[config.mk]
export PLATFORM = sky130hd
export DESIGN_NAME = lru_block_cache_directory_unit_flat
export DESIGN_NICKNAME = d
export VERILOG_FILES = /design/src/rtl/lbcd_pkg.sv /design/src/rtl/lbcd_req_if.sv /design/src/rtl/lbcd_rsp_if.sv /design/src/rtl/lbcd_cell.sv /design/src/rtl/lbcd_fill.sv /design/src/rtl/lru_block_cache_directory_unit.sv /design/src/flat_wrapper.sv
export SDC_FILE = /design/constraint.sdc
export NUM_CORES = 1
export LEC_CHECK = 0
export BUFFER_PORTS_ARGS = -buffer_cell sky130_fd_sc_hd__buf_2
export CAP_MARGIN = 20
export CELL_PAD_IN_SITES_DETAIL_PLACEMENT = 0
export CELL_PAD_IN_SITES_GLOBAL_PLACEMENT = 2
export CORE_ASPECT_RATIO = 0.9
export CORE_MARGIN = 2
export CORE_UTILIZATION = 34
export DETAILED_ROUTE_END_ITERATION = 8
export PLACE_DENSITY_LB_ADDON = 0.1
export SETUP_SLACK_MARGIN = 0.3
export SLEW_MARGIN = 20
export SYNTH_ARGS = -nofsm -noshare
export SYNTH_HDL_FRONTEND = slang
export SYNTH_SLANG_ARGS = --single-unit
[constraint.sdc]
create_clock -name clk -period 3.6 [get_ports clk]
set_input_delay 0.54 -clock clk [delete_from_list [all_inputs] [get_ports clk]]
set_output_delay 0.54 -clock clk [all_outputs]
set_load 0.02 [all_outputs]
[src/rtl/lbcd_pkg.sv]
// lbcd_pkg: shared types and constants of the block cache directory
`default_nettype none

package lbcd_pkg;

  localparam int ASSET_W = 8;
  localparam int BLOCK_W = 16;
  localparam int SIZE_W  = 24;
  localparam int SLOT_W  = 2;
  localparam int FILL_W  = 13;
  localparam int STAMP_W = 32;
  // index width inside the chain, wide enough for the largest slot count
  localparam int IDX_W   = 4;

  typedef enum logic [1:0] {
    ST_IDLE,
    ST_SEARCH,
    ST_COMMIT
  } state_t;

  // token that walks the cell chain, one cell per cycle
  typedef struct packed {
    logic                 vld;
    logic [ASSET_W-1:0]   asset;
    logic [BLOCK_W-1:0]   block;
    logic                 hit;
    logic [IDX_W-1:0]     hit_idx;
    logic [STAMP_W-1:0]   min_stamp;
    logic [IDX_W-1:0]     min_idx;
  } probe_t;

  // slot write broadcast from the controller
  typedef struct packed {
    logic                 en;
    logic [IDX_W-1:0]     idx;
    logic [ASSET_W-1:0]   asset;
    logic [BLOCK_W-1:0]   block;
    logic [STAMP_W-1:0]   stamp;
  } upd_t;

endpackage

`default_nettype wire

[src/rtl/lbcd_req_if.sv]
// lbcd_req_if: request channel of the block cache directory
`default_nettype none

interface lbcd_req_if;
  logic                          valid;
  logic                          ready;
  logic [lbcd_pkg::ASSET_W-1:0]  asset_id;
  logic [lbcd_pkg::BLOCK_W-1:0]  block_number;
  logic [lbcd_pkg::SIZE_W-1:0]   asset_size;

  modport source (output valid, output asset_id, output block_number, output asset_size,
                  input ready);
  modport sink (input valid, input asset_id, input block_number, input asset_size,
                output ready);
endinterface

`default_nettype wire

[src/rtl/lbcd_rsp_if.sv]
// lbcd_rsp_if: result channel of the block cache directory
`default_nettype none

interface lbcd_rsp_if;
  logic                         valid;
  logic                         ready;
  logic                         hit;
  logic [lbcd_pkg::SLOT_W-1:0]  slot;
  logic [lbcd_pkg::FILL_W-1:0]  fill_bytes;

  modport source (output valid, output hit, output slot, output fill_bytes, input ready);
  modport sink (input valid, input hit, input slot, input fill_bytes, output ready);
endinterface

`default_nettype wire

[src/rtl/lbcd_cell.sv]
// lbcd_cell: one directory slot, tag compare and lru stamp compare stage
`default_nettype none

module lbcd_cell #(
  parameter int IDX = 0
) (
  input  wire logic             clk,
  input  wire logic             rst,
  input  wire lbcd_pkg::probe_t probe_in,
  input  wire lbcd_pkg::upd_t   upd,
  output lbcd_pkg::probe_t      probe_out
);

  logic                            valid;
  logic [lbcd_pkg::ASSET_W-1:0]    asset;
  logic [lbcd_pkg::BLOCK_W-1:0]    block;
  logic [lbcd_pkg::STAMP_W-1:0]    stamp;
  logic                            match;
  logic                            older;
  lbcd_pkg::probe_t                probe_next;

  always_ff @(posedge clk) begin
    if (rst) begin
      valid <= 1'b0;
      asset <= '0;
      block <= '0;
      stamp <= '0;
    end else if (upd.en && upd.idx == lbcd_pkg::IDX_W'(IDX)) begin
      valid <= 1'b1;
      asset <= upd.asset;
      block <= upd.block;
      stamp <= upd.stamp;
    end
  end

  assign match = valid && asset == probe_in.asset && block == probe_in.block;
  // strict compare keeps the lower index on equal stamps
  assign older = stamp < probe_in.min_stamp;

  always_comb begin
    probe_next           = probe_in;
    probe_next.hit       = probe_in.hit | match;
    probe_next.hit_idx   = probe_in.hit ? probe_in.hit_idx : lbcd_pkg::IDX_W'(IDX);
    probe_next.min_stamp = older ? stamp : probe_in.min_stamp;
    probe_next.min_idx   = older ? lbcd_pkg::IDX_W'(IDX) : probe_in.min_idx;
  end

  always_ff @(posedge clk) begin
    if (rst) begin
      probe_out <= '0;
    end else begin
      probe_out <= probe_next;
    end
  end

endmodule

`default_nettype wire

[src/rtl/lbcd_fill.sv]
// lbcd_fill: fill length of a block, clamped to the block size
`default_nettype none

module lbcd_fill #(
  parameter int BLOCK_BYTES = 4096
) (
  input  wire logic                          clk,
  input  wire logic                          start_en,
  input  wire logic                          fill_en,
  input  wire logic [lbcd_pkg::BLOCK_W-1:0]  block_number,
  input  wire logic [lbcd_pkg::SIZE_W-1:0]   asset_size,
  output logic [lbcd_pkg::FILL_W-1:0]        fill_bytes
);

  localparam int BB_W    = $clog2(BLOCK_BYTES + 1);
  localparam int START_W = lbcd_pkg::BLOCK_W + BB_W;

  logic [START_W-1:0] start;
  logic [START_W-1:0] size_ext;
  logic [START_W-1:0] diff;
  logic               over;
  logic               clamp;
  logic [BB_W-1:0]    fill_len;

  // block start offset, registered ahead of the compare
  always_ff @(posedge clk) begin
    if (start_en) begin
      start <= START_W'(block_number) * START_W'(BLOCK_BYTES);
    end
  end

  assign size_ext = START_W'(asset_size);
  assign over     = start > size_ext;
  assign diff     = size_ext - start;
  assign clamp    = over || diff > START_W'(BLOCK_BYTES);

  always_ff @(posedge clk) begin
    if (fill_en) begin
      fill_len <= clamp ? BB_W'(BLOCK_BYTES) : diff[BB_W-1:0];
    end
  end

  assign fill_bytes = lbcd_pkg::FILL_W'(fill_len);

endmodule

`default_nettype wire

[src/rtl/lru_block_cache_directory_unit.sv]
// lru_block_cache_directory_unit: lru directory of a small fully associative block cache
// Usage: each request on req carries asset_id, block_number and asset_size; the
// block answers with one result on rsp: hit, the slot holding or receiving the
// block, and fill_bytes, the byte count a fill must decode (0 on a hit).
// Both channels use valid/ready; a request or result moves at an edge where
// both are high.
// Each slot is a cell in a chain. A probe token carrying the tag enters cell 0
// the cycle after the request is taken and moves one cell per cycle, picking up
// the hit and the oldest stamp (lowest index on ties) on the way.
// One request is in flight at a time: a new request is taken only after the
// previous one has walked the probe down the cell chain and made its slot write.
// The result sits in an output register; if the receiver stalls, the next
// request is still taken and walks the chain, then waits before its slot write
// until the pending result is taken.
// Reset (synchronous, active high) empties all slots, zeroes their stamps and
// the shared use counter; no request is taken while reset is high.
`default_nettype none

module lru_block_cache_directory_unit #(
  parameter int NUM_SLOTS   = 3,
  parameter int BLOCK_BYTES = 4096
) (
  input wire logic   clk,
  input wire logic   rst,
  lbcd_req_if.sink   req,
  lbcd_rsp_if.source rsp
);

  // request tag, held while the probe walks
  logic [lbcd_pkg::ASSET_W-1:0]  req_asset;
  logic [lbcd_pkg::BLOCK_W-1:0]  req_block;
  logic [lbcd_pkg::SIZE_W-1:0]   req_size;

  lbcd_pkg::state_t              state;
  lbcd_pkg::state_t              state_next;
  logic                          launch;
  logic [lbcd_pkg::STAMP_W-1:0]  use_clock;

  // probe token chain, entry k feeds cell k
  lbcd_pkg::probe_t              chain [NUM_SLOTS+1];
  lbcd_pkg::probe_t              found;
  lbcd_pkg::upd_t                upd;

  logic                          accept;
  logic                          probe_done;
  logic                          commit;
  logic [lbcd_pkg::FILL_W-1:0]   fill_len;

  logic                          rsp_valid;
  logic                          rsp_hit;
  logic [lbcd_pkg::SLOT_W-1:0]   rsp_slot;
  logic [lbcd_pkg::FILL_W-1:0]   rsp_fill;

  assign probe_done = chain[NUM_SLOTS].vld;

  // next state
  always_comb begin
    state_next = state;
    unique case (state)
      lbcd_pkg::ST_IDLE:   if (req.valid) state_next = lbcd_pkg::ST_SEARCH;
      lbcd_pkg::ST_SEARCH: if (probe_done) state_next = lbcd_pkg::ST_COMMIT;
      lbcd_pkg::ST_COMMIT: if (!rsp_valid || rsp.ready) state_next = lbcd_pkg::ST_IDLE;
      default:             state_next = lbcd_pkg::ST_IDLE;
    endcase
  end

  // state outputs
  always_comb begin
    req.ready = 1'b0;
    commit    = 1'b0;
    unique case (state)
      lbcd_pkg::ST_IDLE:   req.ready = !rst;
      lbcd_pkg::ST_SEARCH: ;
      lbcd_pkg::ST_COMMIT: commit = !rsp_valid || rsp.ready;
      default:             ;
    endcase
  end

  assign accept = req.valid && req.ready;

  always_ff @(posedge clk) begin
    if (rst) begin
      state  <= lbcd_pkg::ST_IDLE;
      launch <= 1'b0;
    end else begin
      state  <= state_next;
      launch <= accept;
    end
  end

  always_ff @(posedge clk) begin
    if (accept) begin
      req_asset <= req.asset_id;
      req_block <= req.block_number;
      req_size  <= req.asset_size;
    end
  end

  // head of the chain: no hit yet, oldest stamp seeded at the maximum
  always_comb begin
    chain[0]           = '0;
    chain[0].vld       = launch;
    chain[0].asset     = req_asset;
    chain[0].block     = req_block;
    chain[0].min_stamp = '1;
  end

  for (genvar k = 0; k < NUM_SLOTS; k++) begin : g_cell
    lbcd_cell #(
      .IDX (k)
    ) u_cell (
      .clk       (clk),
      .rst       (rst),
      .probe_in  (chain[k]),
      .upd       (upd),
      .probe_out (chain[k+1])
    );
  end

  // latch the finished probe until the slot write
  always_ff @(posedge clk) begin
    if (probe_done) begin
      found <= chain[NUM_SLOTS];
    end
  end

  lbcd_fill #(
    .BLOCK_BYTES (BLOCK_BYTES)
  ) u_fill (
    .clk          (clk),
    .start_en     (launch),
    .fill_en      (probe_done),
    .block_number (req_block),
    .asset_size   (req_size),
    .fill_bytes   (fill_len)
  );

  // slot write: the hit slot is restamped, otherwise the victim is retagged
  always_comb begin
    upd.en    = commit;
    upd.idx   = found.hit ? found.hit_idx : found.min_idx;
    upd.asset = req_asset;
    upd.block = req_block;
    upd.stamp = use_clock + lbcd_pkg::STAMP_W'(1);
  end

  always_ff @(posedge clk) begin
    if (rst) begin
      use_clock <= '0;
    end else if (commit) begin
      use_clock <= upd.stamp;
    end
  end

  // output register
  always_ff @(posedge clk) begin
    if (rst) begin
      rsp_valid <= 1'b0;
    end else if (commit) begin
      rsp_valid <= 1'b1;
    end else if (rsp.ready) begin
      rsp_valid <= 1'b0;
    end
  end

  always_ff @(posedge clk) begin
    if (commit) begin
      rsp_hit  <= found.hit;
      rsp_slot <= upd.idx[lbcd_pkg::SLOT_W-1:0];
      rsp_fill <= found.hit ? '0 : fill_len;
    end
  end

  assign rsp.valid      = rsp_valid;
  assign rsp.hit        = rsp_hit;
  assign rsp.slot       = rsp_slot;
  assign rsp.fill_bytes = rsp_fill;

endmodule

`default_nettype wire

[src/flat_wrapper.sv]
// flat-port wrapper written by rule: the top's interface ports become plain ports
module lru_block_cache_directory_unit_flat 
#(
  parameter int NUM_SLOTS   = 3,
  parameter int BLOCK_BYTES = 4096
)
  (clk, rst, req_valid, req_asset_id, req_block_number, req_asset_size, req_ready, rsp_valid, rsp_hit, rsp_slot, rsp_fill_bytes, rsp_ready);
  lbcd_req_if req_i ();
  lbcd_rsp_if rsp_i ();
  input wire logic clk;
  input wire logic rst;
  input wire logic [$bits(req_i.valid)-1:0] req_valid;
  input wire logic [$bits(req_i.asset_id)-1:0] req_asset_id;
  input wire logic [$bits(req_i.block_number)-1:0] req_block_number;
  input wire logic [$bits(req_i.asset_size)-1:0] req_asset_size;
  output wire logic [$bits(req_i.ready)-1:0] req_ready;
  output wire logic [$bits(rsp_i.valid)-1:0] rsp_valid;
  output wire logic [$bits(rsp_i.hit)-1:0] rsp_hit;
  output wire logic [$bits(rsp_i.slot)-1:0] rsp_slot;
  output wire logic [$bits(rsp_i.fill_bytes)-1:0] rsp_fill_bytes;
  input wire logic [$bits(rsp_i.ready)-1:0] rsp_ready;
  assign req_i.valid = req_valid;
  assign req_i.asset_id = req_asset_id;
  assign req_i.block_number = req_block_number;
  assign req_i.asset_size = req_asset_size;
  assign req_ready = req_i.ready;
  assign rsp_valid = rsp_i.valid;
  assign rsp_hit = rsp_i.hit;
  assign rsp_slot = rsp_i.slot;
  assign rsp_fill_bytes = rsp_i.fill_bytes;
  assign rsp_i.ready = rsp_ready;
  lru_block_cache_directory_unit #(.NUM_SLOTS(NUM_SLOTS), .BLOCK_BYTES(BLOCK_BYTES)) u_core (.clk(clk), .rst(rst), .req(req_i), .rsp(rsp_i));
endmodule
==> flow_metrics.tcl, run 1 <==
set metrics [dict create \
    yosysSeqAreaShare_pct 53.3 \
    die_x_um 246 \
    path_cells "inv_1 > ha_1 > inv_1 > fa_1 > a211oi_2 > nor2_1 > o41ai_2 > mux2i_1 > a2111o_2 > or4_1" \
    gp_congestion 0.777 \
    syn_nets 1966 \
    slew_headroom_pct 36.8 \
    drive_gt1_share_pct 9.88 \
    layout_commonest_cell "dfxtp_1" \
    vdd_drop_max_mv 0.307 \
    clkTransAtPathRegs_ns 0.06 \
    r2r_setup_slack_ns 0.53 \
    synth_ff_type "dfxtp_1" \
    async_reset_ff_share_pct 0 \
    rsz0062_at_grt "false" \
    root_buffer "clkbuf_16" \
    final_cells 2611 \
    synth.top_cells.by_area "dfxtp_1 (37%), edfxtp_1 (16%), ha_1 (5.2%)" \
    tns_ns 0 \
    finalWirelength_mm 42.8 \
    ff_latch_area_um2 9570 \
    num_vias 12200 \
    rows 79 \
    postRouteAntennaNets 0 \
    hold_class "in2reg" \
    timing.hold.ws_ns 0.120 \
    crit_type "reg2reg" \
    first_pass_iters 5 \
    synth_area_um2 17900 \
    io_buffer_count 69 \
    drv_slew 0 \
    start_kind "flip-flop" \
    drv_cap 0 \
    drtIter0Drc 648 \
    grt_usage_pct 15.9 \
    ys_ff_latch 429 \
    fin_crit_ns 3.07 \
    critical_path.max_fanout 7 \
    skew_ns 0.0230 \
    cp_common_cell "inv_1" \
    min_period_over_period_pct 85.4 \
    postSynthAreaPerCell_um2 9.76 \
    grt-ovfl-total 0 \
    die_h_um 222 \
    synth_edf_count 98 \
    hold_viol 0 \
    core_area_um2 51900 \
    cts_made_buffers 49 \
    synth_top_area_cell "dfxtp_1" \
    pin_count 70 \
    clock_latency_ns 0.59 \
    p_total_uw 10300 \
    setup.worst_path.end_class "flip-flop" \
    wire_per_inst_um 16.4 \
    p_per_area_nw_per_um2 497 \
    multi_input_comb_area_um2 7610 \
    required_ns 3.93 \
    clkSinkCount 429 \
    slowest_stage "or4_1" \
    ctsHoldBuffers 0 \
    worst_pin_slew_ns 0.947 \
    n_antenna_cell 0 \
    grt_pass1_vias 11800 \
    syn_to_final_growth_pct 15.0 \
    ys.warnings.count 0 \
    grt_pass1_wl_mm 68.6 \
    routed_via_density 4.67 \
    final_cell_mix "dfxtp_1 (331), nand2_1 (198), nor2_1 (166), a21oi_1 (114)" \
    die_area_um2 54600 \
    fmax_mhz 325 \
    cts_tree "built" \
    synth_top_area_share_pct 36.9 \
    placedCellCount 2517 \
    antenna_found_initial 0 \
    final_nets 2012 \
    arrival_ns 3.40 \
    fillers 5192 \
    cts_buffer_depth 3 \
    power.leakage_uw 0.00738 \
    netlist_instances 1838 \
    drc 0 \
    setup_violations 0 \
    grt_start_max_net_pins 179 \
    synth_cell_type_count 63 \
    dp_hpwl_mm 27.4 \
    htreeDepth 2 \
    start_util_pct 34.6 \
    slowest_delay_ns 0.51 \
    outcome "finished, final reports clean" \
]
## power breakdown
part	internal [µW]	switching (µW)
sequential	4980	49.6
combinational	117	185
clock	2890	2030
total	7990	2260
## cells in the mapped netlist, types with 3 or more instances
master,instances
a21oi_1,114
nor3_1,32
nand4_1,20
a31oi_1,5
clkbuf_1,62
nor2_1,166
a2111oi_0,3
buf_2,19
and4_1,5
o21ai_0,27
mux2i_1,36
o22ai_1,3
nand3_1,30
a21o_1,5
o2111ai_1,4
nor2b_1,106
xnor2_1,48
nor4_1,35
o21a_1,3
nand2b_1,69
edfxtp_1,98
and2_1,4
ha_1,75
a211oi_1,83
or3_1,11
xor2_1,77
and3_1,4
dfxtp_1,331
buf_1,16
nand2_1,198
a221o_1,3
inv_1,106
## what timing repair did
action / 4_1_cts / 5_1_grt
resized for setup: 0 / 2
setup buffers: 0 / 4
endpoints found under the hold margin: 0 / 0
endpoints found under the setup margin: 0 / 1
## flip-flops by register name, summed over array words and instances, names as in the netlist, 3 cells and up
name,count
u_core.u_fill.start,16
u_core.g_cell.u_cell.asset,24
u_core.req_size,24
u_core.found,5
u_core.u_fill.fill_bytes,13
u_core.g_cell.u_cell.stamp,96
u_core.req_asset,8
u_core.req_block,16
u_core.g_cell.u_cell.valid,3
u_core.g_cell.u_cell.probe_out,124
u_core.use_clock,32
u_core.rsp.fill_bytes,13
u_core.g_cell.u_cell.block,48
## stage by stage
step / util [%] / setup WS, ns / area, µm²
2_1_floorplan: - / 0.685 / 17900
3_3_place_gp: 36.6 / 0.448 / 19000
3_5_place_dp: 36.6 / 0.395 / 19000
4_1_cts: 39.7 / 0.405 / 20600
5_1_grt: 39.8 / 0.314 / 20600
6_report: 39.8 / 0.526 / 20600
## layer usage
layer	GRT usage, %	part of all wire, %	vias up	routed length (µm)
met1	24.3	53	5662	22900
met5	0	0	-	0
met2	22.6	41	146	17600
met3	3.26	3.8	53	1640
met4	3.77	1.5	0	656
li1	-	-	6336	-
## cells by family (layout without fill, tap and decap cells)
| kind of cell | after synthesis | after routing | share of synthesized area, % |
|---|---|---|---|
| flops | 429 | 429 | 53.3 |
| xor+xnor | 125 | 125 | 6.10 |
| buf+inv | 205 | 290 | 4.44 |
| simple gates | 696 | 696 | 19.1 |
| compound gates | 270 | 270 | 9.56 |
| mux | 37 | 37 | 2.07 |
| fa+ha+maj | 76 | 76 | 5.34 |
## path summary, 6_finish.rpt
check        cells after the start                                          to                                             start
max                             10  u_core.u_fill.fill_bytes[12]$_SDFFCE_PP1P_                     u_core.req_size[12]$_DFFE_PP_
min reg2reg                      0                  u_core.found[40]$_DFFE_PP_  u_core.g_cell[2].u_cell.probe_out[40]$_SDFF_PP0_
max reg2reg                     10  u_core.u_fill.fill_bytes[12]$_SDFFCE_PP1P_                     u_core.req_size[12]$_DFFE_PP_
min                              1               u_core.req_asset[7]$_DFFE_PP_                                   req_asset_id[7]
## critical path, delay by kind of cell, from the launching register on
kind / cells / cell delay [ns]
multiplexers: 1 / 0.14
AND/OR/NAND/NOR: 2 / 0.64
AO/OA/AOI/OAI: 3 / 1.00
flip-flops: 1 / 0.35
adder cells (fa/ha/maj): 2 / 0.58
buffers and inverters: 2 / 0.11
## cell type report
type                            count  area share [%]
Clock buffer                       78            7.40
Clock inverter                     12           0.358
Inverter                          106            1.93
Sequential cell                   429            46.4
Multi-Input combinational cell   1204            36.9
Timing Repair Buffer               94            2.87
Tap cell                          688            4.17
(Power assumes the default switching activity.)
==> inputs of run 2 (changes only) <==
--- a/config.mk
+++ b/config.mk
@@ -5,7 +5,7 @@
 export SDC_FILE = /design/constraint.sdc
 export NUM_CORES = 1
 export LEC_CHECK = 0
-export BUFFER_PORTS_ARGS = -buffer_cell sky130_fd_sc_hd__buf_2
+export ABC_AREA = 1
 export CAP_MARGIN = 20
 export CELL_PAD_IN_SITES_DETAIL_PLACEMENT = 0
 export CELL_PAD_IN_SITES_GLOBAL_PLACEMENT = 2
@@ -13,9 +13,11 @@
 export CORE_MARGIN = 2
 export CORE_UTILIZATION = 34
 export DETAILED_ROUTE_END_ITERATION = 8
+export DONT_BUFFER_PORTS = 1
 export PLACE_DENSITY_LB_ADDON = 0.1
 export SETUP_SLACK_MARGIN = 0.3
 export SLEW_MARGIN = 20
 export SYNTH_ARGS = -nofsm -noshare
 export SYNTH_HDL_FRONTEND = slang
+export SYNTH_HIERARCHICAL = 1
 export SYNTH_SLANG_ARGS = --single-unit
==> run 2 against run 1 <==
  * The flow now finishes with violations (max-slew violations)
  * Sequential cell count up 22
  * Cell count up 39%
  * Combinational power rose by 61%
  * Register-to-register slack better by 0.38 ns
  * Area after synthesis rose by 19%
  * Synthesized cell count rose by 45%
  * Routed wire length up 33%
  * Clock-buffer cell count down 3
  * Via count up 34%
  * Power is 7.0% higher
  * First-iteration DRC count grew 32%
==> flow_metrics.tcl, run 2 <==
set metrics [dict create \
    postRouteAntennaNets 0 \
    power.leakage_uw 0.0107 \
    setup_violations 0 \
    setup_ws_ns 0.904 \
    routed_via_density 4.50 \
    r2r_setup_slack_ns 0.90 \
    top_register "u_core/g_cell.u_cell/probe_out" \
    failed_checks "max-slew violations" \
    cts_made_buffers 52 \
    p_per_area_nw_per_um2 449 \
    num_vias 16300 \
    setup.worst_path.end_class "flip-flop" \
    rsz0062_at_grt "false" \
    hold_class "in2reg" \
    postSynthAreaPerCell_um2 8.03 \
    start_kind "flip-flop" \
    tns_ns 0 \
    outcome "finished, violations left" \
    drc 0 \
    clkSinkCount 451 \
    pin_count 70 \
    grt-ovfl-total 0 \
    post_cts_resized 0 \
    drtIter0Drc 853 \
    final_nets 2905 \
    clock_latency_ns 0.61 \
    dp_hpwl_mm 39.5 \
    place_area_um2 22200 \
    core_area_um2 62400 \
    io_buffer_count 0 \
    design_area_um2 24400 \
    grt_pass1_vias 16000 \
    netlist_instances 2657 \
    cts_tree "built" \
    hold_viol 0 \
    die_x_um 268 \
    min_path_cells 1 \
    fin_crit_ns 2.70 \
    rows 87 \
    finalWirelength_mm 57.0 \
    largest_reg_flops 142 \
    wire_per_inst_um 15.7 \
    required_ns 4.09 \
    clkTransAtPathRegs_ns 0.06 \
    p_total_uw 11000 \
    slew_headroom_pct -127 \
    min_to "u_core/g_cell[1].u_cell/probe_out[44]$_SDFF_PP0_" \
    crit_type "reg2reg" \
    syn_to_final_growth_pct 14.5 \
    holdCritStartpoint "rst" \
    drv_slew 66 \
    layout_commonest_cell "inv_1" \
    reg.largest.list "u_core/g_cell.u_cell/probe_out (142), u_core/g_cell.u_cell/stamp (96), u_core/g_cell.u_cell/block (48)" \
    antenna_found_initial 5 \
    drive_gt1_share_pct 9.27 \
    grt_usage_pct 18.1 \
    cts_buffer_depth 3 \
    final_cell_mix "inv_1 (468), nand2_1 (393), dfxtp_1 (349), nor2_1 (298), a21oi_1 (252)" \
    reg2regPathDepth 14 \
    worst_pin_slew_ns 3.41 \
    grt_pass1_wl_mm 91.0 \
    r2r-end "u_core/g_cell[0].u_cell/probe_out[5]$_SDFF_PP0_" \
    synth_area_um2 21300 \
    htreeDepth 2 \
    root_buffer "clkbuf_16" \
    critical_path.max_fanout 33 \
    fmax_mhz 371 \
    start_util_pct 34.2 \
    gp_congestion 0.767 \
    ys.warnings.count 6 \
    die_h_um 242 \
    min_period_over_period_pct 74.9 \
    r2r-start "u_core/g_cell[0].u_cell/stamp[3]$_SDFFE_PP0P_" \
    skew_ns 0.0307 \
    drv_cap 0 \
    vdd_drop_max_mv 0.342 \
    arrival_ns 3.19 \
    die_area_um2 64700 \
    grt_start_max_net_pins 66 \
    first_pass_iters 5 \
    place_ws_ns 0.895 \
]
run 2: routing by layer:
| layer | global-route usage [%] | wire, µm |
|---|---|---|
| met5 | 0 | 16 |
| met1 | 26.9 | 29900 |
| met2 | 27.2 | 24100 |
| met3 | 2.67 | 2080 |
| met4 | 4.24 | 979 |
run 2: worst max-delay path by stage:
stage	start	to	slack, ns	cells after the start
2_1_floorplan	rst	u_core/req_asset[0]$_DFFE_PP_	0.69	3
3_3_place_gp	rsp_ready	u_core/g_cell[1].u_cell/stamp[19]$_SDFFE_PP0P_	0.91	9
5_1_grt	u_core/g_cell[0].u_cell/probe_out[7]$_SDFF_PP0_	u_core/g_cell[1].u_cell/probe_out[1]$_SDFF_PP0_	0.58	13
4_1_cts	u_core/g_cell[0].u_cell/stamp[1]$_SDFFE_PP0P_	u_core/g_cell[0].u_cell/probe_out[4]$_SDFF_PP0_	0.88	14
3_5_place_dp	u_core/g_cell[0].u_cell/stamp[1]$_SDFFE_PP0P_	u_core/g_cell[0].u_cell/probe_out[4]$_SDFF_PP0_	0.90	14
6_report	u_core/g_cell[0].u_cell/stamp[3]$_SDFFE_PP0P_	u_core/g_cell[0].u_cell/probe_out[5]$_SDFF_PP0_	0.90	14
run 2: area by class of cell:
type / count / area [µm²]
fill: 6453 / 38000
sequential: 451 / 10000
multi-input combinational: 1681 / 9090
inverter: 483 / 1810
clock buffer: 75 / 1470
tap: 845 / 1060
timing repair buffer: 77 / 748
clock inverter: 17 / 178
antenna: 3 / 7.51
run 2: timing repair:
action / 4_1_cts / 5_1_grt
endpoints found under the hold margin: 96 / 0
endpoints found under the setup margin: 0 / 0
hold buffers: 51 / 0
buffers inserted: 0 / 0
run 2: where the power goes:
group          switching (µW)  leakage (µW)  internal, µW
combinational             312       0.00611           172
sequential               70.3       0.00376          5250
clock                    2190      0.000807          2980
total                    2570        0.0107          8400
run 2: critical path, stage by stage (launching register included):
cell and delay, ns:
dfxtp_1 0.31, ha_1 0.29, nand2_1 0.07, inv_1 0.03
nand2_1 0.05, nand2_1 0.08, nand2_1 0.07, nand2_1 0.11
nand2_1 0.08, nand2_1 0.11, nand2_2 0.61, buf_4 0.50
nand3_1 0.13, nand2_1 0.08, nor2_1 0.04
run 2: stage by stage:
step	util, %	cells	hold slack (ns)
final	39.1	3632	0.0472
after global routing	39.1	3631	0.0112
after CTS	39.1	3629	0.000251
after detailed placement	35.6	3486	0.390
after global placement	35.6	3486	0.388
after floorplan	-	2728	0.386
